[src/sv/rrht_pkg.sv]
// Shared definitions for the rounded rectangle hit test core.
// Holds the default coordinate width and the per-point flag group.
// No dependencies.
package rrht_pkg;

  localparam int COORD_BITS_DEF = 16;

  // Flags that travel with one probe point into the corner test
  typedef struct packed {
    logic inbox;  // point lies in the plain holder rectangle
    logic plain;  // radius is zero or negative: square corners
  } pt_flags_t;

endpackage

[src/sv/rrht_point.sv]
// Three-stage corner test for one probe point against the rounded holder.
// Takes arc centers, squared radius and flags from the top level.
// Depends on rrht_pkg.
module rrht_point #(
  parameter int CW = rrht_pkg::COORD_BITS_DEF
) (
  input  logic                  clk,
  input  logic signed [CW-1:0]  x,
  input  logic signed [CW-1:0]  y,
  input  logic signed [CW+1:0]  cxl,
  input  logic signed [CW+1:0]  cxr,
  input  logic signed [CW+1:0]  cyt,
  input  logic signed [CW+1:0]  cyb,
  input  logic [2*CW-1:0]       rr,
  input  rrht_pkg::pt_flags_t   flags,
  output logic                  ok
);
  import rrht_pkg::*;

  // Stage 1: distances to both candidate centers on each axis
  logic [CW+2:0] dxl_w, dxr_w, dyt_w, dyb_w;
  logic [CW+2:0] dxl_a, dxr_a, dyt_a, dyb_a;

  assign dxl_w = {{3{x[CW-1]}}, x} - {cxl[CW+1], cxl};
  assign dxr_w = {{3{x[CW-1]}}, x} - {cxr[CW+1], cxr};
  assign dyt_w = {{3{y[CW-1]}}, y} - {cyt[CW+1], cyt};
  assign dyb_w = {{3{y[CW-1]}}, y} - {cyb[CW+1], cyb};

  assign dxl_a = dxl_w[CW+2] ? (~dxl_w + 1'b1) : dxl_w;
  assign dxr_a = dxr_w[CW+2] ? (~dxr_w + 1'b1) : dxr_w;
  assign dyt_a = dyt_w[CW+2] ? (~dyt_w + 1'b1) : dyt_w;
  assign dyb_a = dyb_w[CW+2] ? (~dyb_w + 1'b1) : dyb_w;

  logic [CW-1:0]   p1_dxl, p1_dxr, p1_dyt, p1_dyb;
  logic            p1_nl, p1_nr, p1_nt, p1_nb;
  logic [2*CW-1:0] p1_rr;
  pt_flags_t       p1_flags;

  // Inside a corner square the distance never exceeds the radius,
  // so the low CW bits carry it exactly.
  always_ff @(posedge clk) begin
    p1_dxl   <= dxl_a[CW-1:0];
    p1_dxr   <= dxr_a[CW-1:0];
    p1_dyt   <= dyt_a[CW-1:0];
    p1_dyb   <= dyb_a[CW-1:0];
    p1_nl    <= ($signed({x[CW-1], x[CW-1], x}) <= cxl);
    p1_nr    <= ($signed({x[CW-1], x[CW-1], x}) >= cxr);
    p1_nt    <= ($signed({y[CW-1], y[CW-1], y}) <= cyt);
    p1_nb    <= ($signed({y[CW-1], y[CW-1], y}) >= cyb);
    p1_rr    <= rr;
    p1_flags <= flags;
  end

  // Stage 2: pick the deciding corner in priority order, square distances
  logic          corner;
  logic [CW-1:0] dx_sel, dy_sel;

  always_comb begin
    corner = 1'b1;
    dx_sel = p1_dxl;
    dy_sel = p1_dyt;
    if (p1_nl && p1_nt) begin
      dx_sel = p1_dxl;
    end else if (p1_nl && p1_nb) begin
      dy_sel = p1_dyb;
    end else if (p1_nr && p1_nb) begin
      dx_sel = p1_dxr;
      dy_sel = p1_dyb;
    end else if (p1_nr && p1_nt) begin
      dx_sel = p1_dxr;
    end else begin
      corner = 1'b0;
    end
  end

  logic [2*CW-1:0] p2_dx2, p2_dy2, p2_rr;
  logic            p2_corner;
  pt_flags_t       p2_flags;

  always_ff @(posedge clk) begin
    p2_dx2    <= dx_sel * dx_sel;
    p2_dy2    <= dy_sel * dy_sel;
    p2_rr     <= p1_rr;
    p2_corner <= corner;
    p2_flags  <= p1_flags;
  end

  // Stage 3: circle compare
  logic [2*CW:0] dist2;
  assign dist2 = {1'b0, p2_dx2} + {1'b0, p2_dy2};

  always_ff @(posedge clk) begin
    ok <= p2_flags.inbox &&
          (p2_flags.plain || !p2_corner || (dist2 <= {1'b0, p2_rr}));
  end

endmodule

[config.mk]
export PLATFORM = sky130hd
export DESIGN_NAME = rrht_point
export DESIGN_NICKNAME = d
export VERILOG_FILES = /design/src/sv/rrht_pkg.sv /design/src/sv/rrht_point.sv
export SDC_FILE = /design/constraint.sdc
export NUM_CORES = 1
export LEC_CHECK = 0
export CAP_MARGIN = 20
export CELL_PAD_IN_SITES_DETAIL_PLACEMENT = 0
export CELL_PAD_IN_SITES_GLOBAL_PLACEMENT = 1
export CORE_MARGIN = 2
export CORE_UTILIZATION = 45
export CTS_CLUSTER_DIAMETER = 200
export DETAILED_ROUTE_END_ITERATION = 16
export DONT_BUFFER_PORTS = 1
export HOLD_SLACK_MARGIN = 0.15
export PLACE_DENSITY = 0.75
export SYNTH_ARGS = -nofsm -noshare
export SYNTH_HDL_FRONTEND = slang
export SYNTH_SLANG_ARGS = --single-unit
[constraint.sdc]
create_clock -name clk -period 15.46 [get_ports clk]
set_input_delay 2.319 -clock clk [delete_from_list [all_inputs] [get_ports clk]]
set_output_delay 2.319 -clock clk [all_outputs]
set_load 0.02 [all_outputs]
# --- Word level (Yosys, flattened, before mapping) ---
# Cells that the tools add are included.
totals:
  inputBits: 139
  word_cells: 59
  regBits: 202
op_classes:
  reduce_logical: 9
  magnitude_cmp: 5
  bitwise: 4
  mux: 12
  mul: 2
  add_sub_neg: 9
op_table:
  columns: ["cell", "count"]
  rows:
  - ["$mux W16", 11]
  - ["$sub A16 B18 Y19", 4]
  - ["$add A16 B1 Y16 const B", 4]
  - ["$mul A16 B16 Y32", 2]
  - ["$not A16 Y16", 4]
  - ["$ge A16 B18 Y1", 2]
  - ["$le A16 B18 Y1", 2]
  - ["$add A32 B32 Y33", 1]
  - ["$le A33 B32 Y1", 1]
  - ["$logic_and A1 B1 Y1", 5]
  - ["$reduce_or A3 Y1", 1]
  - ["$logic_or A1 B1 Y1", 2]
  - ["$logic_not A1 Y1", 1]
  - ["$mux W1", 1]

# --- Depth between registers and ports, before layout ---
# Gate-level depths: netlist (run 1).
depth:
  depth_word: 6
  mapped_depth: 29

# --- Worst setup path after synthesis (run 1) ---
# No wires, ideal clock.
synth_path:
  kind: "register to register"
  start: "register p1_nl"
  end: "register p2_dy2[31]"
  arrival_time_ns: 7.154
  stages_incl_launch_ff: 28
  period_less_slack_ns: 7.275
  setup_time_ns: 0.121
  n_path_buf: 1
  slack_ns: 8.185
  cell_sequence: "dfxtp_1 > nor2_1 > a21oi_1 > nand2_1 > clkbuf_1 > mux2i_1 > clkinv_1 > nand2_1 > inv_1 > fa_1 > inv_1 > fa_1 > inv_1 > fa_1 > inv_1 > fa_1 > inv_1 > fa_1 > fa_1 > ha_1 > nand3_1 > nor4_1 > nand4_1 > a311oi_1 > a2111oi_0 > o21bai_1 > a21oi_1 > xnor2_1"
synth_between:
  elab_chain_cells: 4
synth_lines:
  columns: ["element", "line", "rtl"]
  rows:
  - ["from (decl)", "rrht_point.sv:35", "logic p1_nl, p1_nr, p1_nt, p1_nb;"]
  - ["from (signal assigned)", "rrht_point.sv:46", "p1_nl <= ($signed({x[CW-1], x[CW-1], x}) <= cxl);"]
  - ["$logic_and A1 B1 Y1", "rrht_point.sv:64", "end else if (p1_nl && p1_nb) begin"]
  - ["$mux W16", "rrht_point.sv:64", null]
  - ["$mux W16 (*)", "rrht_point.sv:62", "if (p1_nl && p1_nt) begin"]
  - ["$mul A16 B16 Y32 (*)", "rrht_point.sv:82", "p2_dy2 <= dy_sel * dy_sel;"]
  - ["to (signal assigned)", "rrht_point.sv:82", null]
  - ["to (decl)", "rrht_point.sv:76", "logic [2*CW-1:0] p2_dx2, p2_dy2, p2_rr;"]
# Mark *: on every way between the ends. The rest lies on a longest branch, timed or not.
# A chain may end at the register's enable or synchronous reset.

# --- Worst setup path in the final report (run 1) ---
layout_path:
  start: "register p1_nr"
  end: "register p2_dy2[31]"
layout_between:
  elab_chain_cells: 5
layout_lines:
  columns: ["element", "line", "rtl"]
  rows:
  - ["from (decl)", "rrht_point.sv:35", null]
  - ["from (signal assigned)", "rrht_point.sv:47", "p1_nr <= ($signed({x[CW-1], x[CW-1], x}) >= cxr);"]
  - ["$logic_and A1 B1 Y1", "rrht_point.sv:66", "end else if (p1_nr && p1_nb) begin"]
  - ["$mux W16", "rrht_point.sv:66", null]
  - ["$mux W16", "rrht_point.sv:64", null]
  - ["$mux W16", "rrht_point.sv:62", null]
  - ["$mul A16 B16 Y32", "rrht_point.sv:82", null]
# Every way passes these cells.

==> impl_metrics.csv, run 1 <==
group,metric,value,unit
global_routing,grt_pass1_wl,105000,um
finish,regArea,0.00400,mm2
synth,synthCells,3029,
finish,syn_to_final_growth,5.67,%
min_path,min_path_type,"register to register",
synth,ys_warn_count,0,
worst_setup_path,cp_max_fo,19,
min_path,worstHoldPathCells,0,
synth,synth_fa_ha_area_frac,0.412,
synth,ys_types,86,
placement,dp_cells,3763,
sta,hold_viol_final,0,
die,die_x,246,um
worst_setup_path,critPathKind,"register to register",
clock_tree,cts_resized,0,
synth,yosys_most_used_dff,"dfxtp_1",
clock_tree,cts-hold-fix-buffers,0,
worst_setup_path,r2r_slack,6.82,ns
run_status,status,"completed",
synth,syn-mean-instance-area,8.71,um2
finish,fin_cells,3798,
detailed_routing,drtIter0Drc,1030,
clock_tree,htree_levels,4,
synth,synth-simple-area-share,0.126,
global_routing,grt_pass1_vias,20800,
die,start_util,0.456,
synth,syn_nets,3838,
sta,fmax,116,MHz
sta,setup_viol,0,
global_routing,grtUsageTotal,0.221,
finish,fin_util,0.482,
clock_tree,clockBufferDepth,2,
detailed_routing,antenna_left,0,
min_path,hp-start,"p1_rr[0]",
synth,synth_xor_xnor_area_share,0.0564,
clock_tree,numCtsBuffers,17,
global_routing,grt_overflow_total,0,
min_path,hold_end,"p2_rr[0]",
synth,synth-edff-count,0,
synth,ys_seq_area_frac,0.152,
synth,synth_top_family_by_area,"adder cells",
placement,hpwl,55800,um
finish,nFillCells,5638,
die,coreArea,0.0578,mm2
sta,timing.hold.ws,0.327,ns
finish,finalNetCount,3827,
finish,multiInputGateArea,0.0198,mm2
worst_setup_path,endpoint_kind,"register",
die,rows,88,
clock_tree,cts_tree,"built",
sta,rsz0062_at_grt,"false",
worst_setup_path,r2r-end,"p2_dy2[31]",
synth,synth_mux_area_frac,0.0175,
sta,worstMarginPinSlew,0.976,ns
clock_tree,cts_setup_buffers,0,
placement,portBuffers,0,
sta,drv_slew,0,
sta,finalCriticalPeriod,8.64,ns
detailed_routing,drc,0,
sta,worst_clock_skew,0.00989,ns
worst_setup_path,arrival,9.01,ns
sta,setup-tns-final,0,ns
synth,syn_area,0.0264,mm2
placement,place_congestion,0.885,
clock_tree,clock_latency,0.48,ns
die,die_height,246,um
die,die_area,0.0606,mm2
synth,synth-compound-area-share,0.139,
clock_tree,clk_pin_slew,0.08,ns
die,io_pins,140,
worst_setup_path,cp-start-kind,"register",
global_routing,grt_max_degree,21,
worst_setup_path,r2r-start,"p1_nr",
clock_tree,cts-root-buf,"clkbuf_16",
detailed_routing,totalWireLength,64800,um
synth,yosys_register_bits,200,
clock_tree,cts_sinks,200,
worst_setup_path,required,15.83,ns
job,maxCapViolCount,0,
sta,max_slew_margin,0.331,
detailed_routing,wl_per_cell,17.1,um
detailed_routing,viasPerCell,5.35,
synth,synthArstFlopShare,0,
detailed_routing,dr.pass1.iters,5,
detailed_routing,dr_total_vias,20300,
finish,drive_gt1_frac,0.0360,
sta,period_share,0.559,
global_routing,antenna_found_initial,7,
worst_setup_path,reg2regPathDepth,26,
-- per-layer routing --
metal  wire [um]  part of all wire  track usage  vias to the layer above
li1            -                 -            -                     9913
met3        3100             0.048       0.0382                       82
met5          53           0.00082            0                        -
met1       28800              0.44        0.282                     9897
met4        1310             0.020       0.0602                       10
met2       31500              0.49        0.382                      415
-- worst max-delay path, stage by stage (launching register included) --
cell,delay (ns)
dfxtp_1,0.32
nor2_1,0.13
a21oi_1,0.06
nand2_1,0.65
mux2i_1,0.79
clkinv_1,0.65
nand2_1,0.28
inv_1,0.09
fa_1,0.54
inv_1,0.06
fa_1,0.54
inv_1,0.06
fa_1,0.49
inv_1,0.05
fa_1,0.53
inv_1,0.05
fa_1,0.49
fa_1,0.41
ha_1,0.38
nand3_1,0.18
nor4_1,0.26
nand4_1,0.19
a311oi_1,0.66
a2111oi_0,0.24
o21bai_1,0.18
a21oi_1,0.09
xnor2_1,0.12
-- state kept, by name, summed over array words and instances (netlist names), 16 cells and up --
name and count:
p1_dxl 16, p1_dxr 16, p1_dyb 16, p1_dyt 16
p1_rr 32, p2_dx2 31, p2_dy2 31, p2_rr 32
-- metrics by stage --
stage,setup slack (ns),cell area [um2]
finish,6.82,27900
detailed placement,6.77,27300
floorplan,8.19,26400
CTS,6.79,27900
global placement,6.99,27300
global route,6.09,27900
-- worst max-delay path by stage --
| stage | start | slack, ns | end |
|---|---|---|---|
| finish | p1_nr | 6.82 | p2_dy2[31] |
| CTS | p1_nl | 6.79 | p2_dy2[31] |
| detailed placement | p1_nl | 6.77 | p2_dy2[31] |
| global route | p1_nl | 6.09 | p2_dy2[31] |
| global placement | p1_nl | 6.99 | p2_dy2[31] |
| floorplan | p1_nl | 8.19 | p2_dy2[31] |
-- kinds of logic (layout without fill, tap and decap cells) --
group           count (synthesis)  in the layout
compound gates                539            539
simple gates                  724            724
flops                         200            200
xor+xnor                      170            170
mux                            44             44
fa+ha+maj                     670            670
other cells                     0              3
buf+inv                       682            683
-- synth_stat cells, types with 21 or more instances --
library cell	number	area (um2)
inv_1	620	2330
ha_1	339	4240
fa_1	331	6630
nand2_1	236	886
nor2_1	234	878
dfxtp_1	200	4000
xnor2_1	136	1190
a21oi_1	128	641
o21ai_0	100	500
a21o_1	55	413
nor3_1	46	230
nand3_1	40	200
clkbuf_1	38	143
o21a_1	34	255
xor2_1	34	298
nand4_1	31	194
a31oi_1	27	169
mux2i_1	27	270
and3_1	21	131
-- final cells by class --
| type | instances | area share |
|---|---|---|
| multi-input cells | 2147 | 0.710 |
| flip-flops and latches | 200 | 0.144 |
| inverters | 633 | 0.0852 |
| well taps | 765 | 0.0343 |
| clock buffers | 18 | 0.0154 |
| clock inverters | 13 | 0.00561 |
| repair buffers | 19 | 0.00503 |
| diodes | 3 | 0.000269 |
-- cell usage in the layout (no fill, tap or decap), drive strengths merged, types with 27 or more instances in the layout --
master	instances
o21a	34
xnor2	136
a21o	55
mux2i	27
nand2	236
nand3	40
nor3	47
nor2	234
o21ai	105
a21oi	128
inv	628
dfxtp	200
ha	339
nand4	31
a31oi	27
fa	331
xor2	34
Power of run 1 is left out: the tool's default activity adds up to more than one toggle a clock period on the data nets, which glitch-free logic cannot reach.
==> run 2, diff against run 1 <==
ABC_AREA = 1   (was unset)
PLACE_DENSITY = 0.77   (was 0.75)
clock period = 8 ns   (was 15.46 ns; I/O delays follow)
==> impl_metrics.csv, run 2 <==
group,metric,value,unit
synth,yosysTopAreaCellShare,0.241,
worst_setup_path,cp_max_fo,14,
clock_tree,cts_tree,"built",
worst_setup_path,r2r-start,"p1_nr",
detailed_routing,drc,0,
clock_tree,clockBufferDepth,2,
synth,ys_types,47,
detailed_routing,totalWireLength,67900,um
sta,fmax,143,MHz
clock_tree,numCtsBuffers,17,
detailed_routing,dr_total_vias,21700,
clock_tree,cts-hold-fix-buffers,0,
sta,hold_viol_final,0,
synth,syn_nets,4478,
finish,fin_util,0.482,
detailed_routing,antenna_left,0,
worst_setup_path,cp-start-kind,"register",
sta,finalCriticalPeriod,7.00,ns
die,start_util,0.455,
synth,ys_warn_count,0,
die,io_pins,140,
sta,worst_clock_skew,0.0192,ns
placement,portBuffers,0,
detailed_routing,drtIter0Drc,1093,
synth,synthCells,3669,
detailed_routing,viasPerCell,4.86,
global_routing,grt_pass1_vias,22500,
synth,syn-mean-instance-area,7.49,um2
global_routing,antenna_found_initial,1,
global_routing,grt_overflow_total,0,
sta,drv_slew,0,
sta,setup_viol,0,
global_routing,grtUsageTotal,0.225,
synth,synthArstFlopShare,0,
die,die_area,0.0631,mm2
finish,syn_to_final_growth,5.87,%
synth,ys_top_cells_by_area,"fa_1 24%, ha_1 15%, dfxtp_1 15%",
sta,max_slew_margin,0.255,
finish,drive_gt1_frac,0.0371,
worst_setup_path,worstPathCellList,"nand2_1 -> a21o_1 -> o21ai_1 -> inv_1 -> nand2_1 -> fa_1 -> fa_1 -> inv_1 -> fa_1 -> fa_1 -> fa_1 -> inv_1 -> fa_1 -> inv_1 -> ha_1 -> nand2_1 -> nor2_1 -> inv_1 -> o21bai_1 -> a21oi_1 -> o21ai_0 -> xor2_1",
finish,antenna_cells,0,
global_routing,grt_max_degree,33,
clock_tree,clk_pin_slew,0.08,ns
run_status,status,"completed",
synth,ys_seq_area_frac,0.146,
placement,hpwl,60100,um
sta,setup-tns-final,0,ns
synth,yosys_most_used_dff,"dfxtp_1",
clock_tree,clock_latency,0.49,ns
worst_setup_path,cpMaxStageDelayCell,"o21ai_1",
synth,yosys_register_bits,200,
worst_setup_path,endpoint_kind,"register",
synth,synth-edff-count,0,
clock_tree,htree_levels,4,
min_path,min_path_type,"register to register",
worst_setup_path,critPathKind,"register to register",
synth,syn_area,0.0275,mm2
die,coreArea,0.0604,mm2
clock_tree,cts-root-buf,"clkbuf_16",
sta,period_share,0.875,
finish,reg_top3,"p1_rr (32), p2_rr (32)",
detailed_routing,dr.pass1.iters,6,
detailed_routing,wl_per_cell,15.2,um
global_routing,grt_pass1_wl,113000,um
synth,ys_top_cells_by_count,"850 x inv_1, 731 x nand2_1, 358 x nor2_1",
worst_setup_path,cpMostUsedCell,"fa_1",
finish,finalNetCount,4490,
clock_tree,cts_sinks,200,
clock_tree,cts_resized,0,
synth,synth.most_common_cell,"inv_1",
min_path,hp-start,"p1_rr[21]",
sta,worstMarginPinSlew,1.11,ns
worst_setup_path,required,8.42,ns
sta,rsz0062_at_grt,"false",
die,rows,90,
job,maxCapViolCount,0,
clock_tree,cts_setup_buffers,0,
worst_setup_path,arrival,7.42,ns
finish,final_cell_mix,"850 x inv_1, 731 x nand2_1, 358 x nor2_1",
die,die_x,251,um
placement,place_congestion,0.916,
worst_setup_path,cp-startpoint,"p1_nr",
worst_setup_path,cp_slowest_stage_delay,0.93,ns
synth,yosysTopAreaCell,"fa_1",
die,die_height,251,um
finish,mostFrequentLayoutCell,"inv_1",
==> run 2: worst paths after layout <==
| path | endpoint | slack (ns) | cells after the start |
|---|---|---|---|
| worst max-delay path | p2_dx2[26] | 1.0 | 22 |
| worst min-delay path | p2_rr[21] | 0.33 | 0 |
| worst max register to register | p2_dx2[26] | 1.0 | 22 |
| worst min register to register | p2_rr[21] | 0.33 | 0 |
==> run 2: cell families after synthesis <==
group | after synthesis | share of synthesized area
AO/OA/AOI/OAI | 354 | 0.0739
XOR/XNOR | 153 | 0.0490
adder cells (fa/ha/maj) | 670 | 0.395
buffers and inverters | 903 | 0.125
flip-flops | 200 | 0.146
AND/OR/NAND/NOR | 1389 | 0.211
==> run 2: cell type report <==
type                       count  area [um2]
timing repair buffer          25         188
fill                        6235       31300
inverter                     871        3270
clock buffer                  18         439
clock inverter                14         178
tap                          782         978
sequential                   200        4000
multi-input combinational   2566       20000
==> run 2: worst max-delay path: cells and delay by family (launching register included) <==
family                     cells  cell delay, ns
and+or+nand+nor                4            0.46
xor gates and xnor gates       1            0.15
buffers and inverters          5            0.59
AOI/OAI and AO/OA              5            2.04
DFF                            1            0.36
adders and majority gates      7            3.34
==> run 2: routing by layer <==
metal,vias to the layer above,global-route usage,part of all wire
met1,10000,0.295,0.47
li1,11300,-,-
met2,381,0.389,0.47
met5,-,0,0.00010
met3,60,0.0317,0.037
met4,2,0.0549,0.018
==> run 2: stage by stage <==
step,setup WS [ns],area [um2],hold WS [ns],cells
final,1.00,29100,0.326,4476
after global routing,0.527,29100,0.320,4476
after CTS,0.996,29100,0.326,4476
after detailed placement,0.986,28500,0.312,4444
after global placement,1.07,28500,0.311,4444
after floorplan,2.08,27500,0.310,3669
Power of run 2 is left out for the same reason.
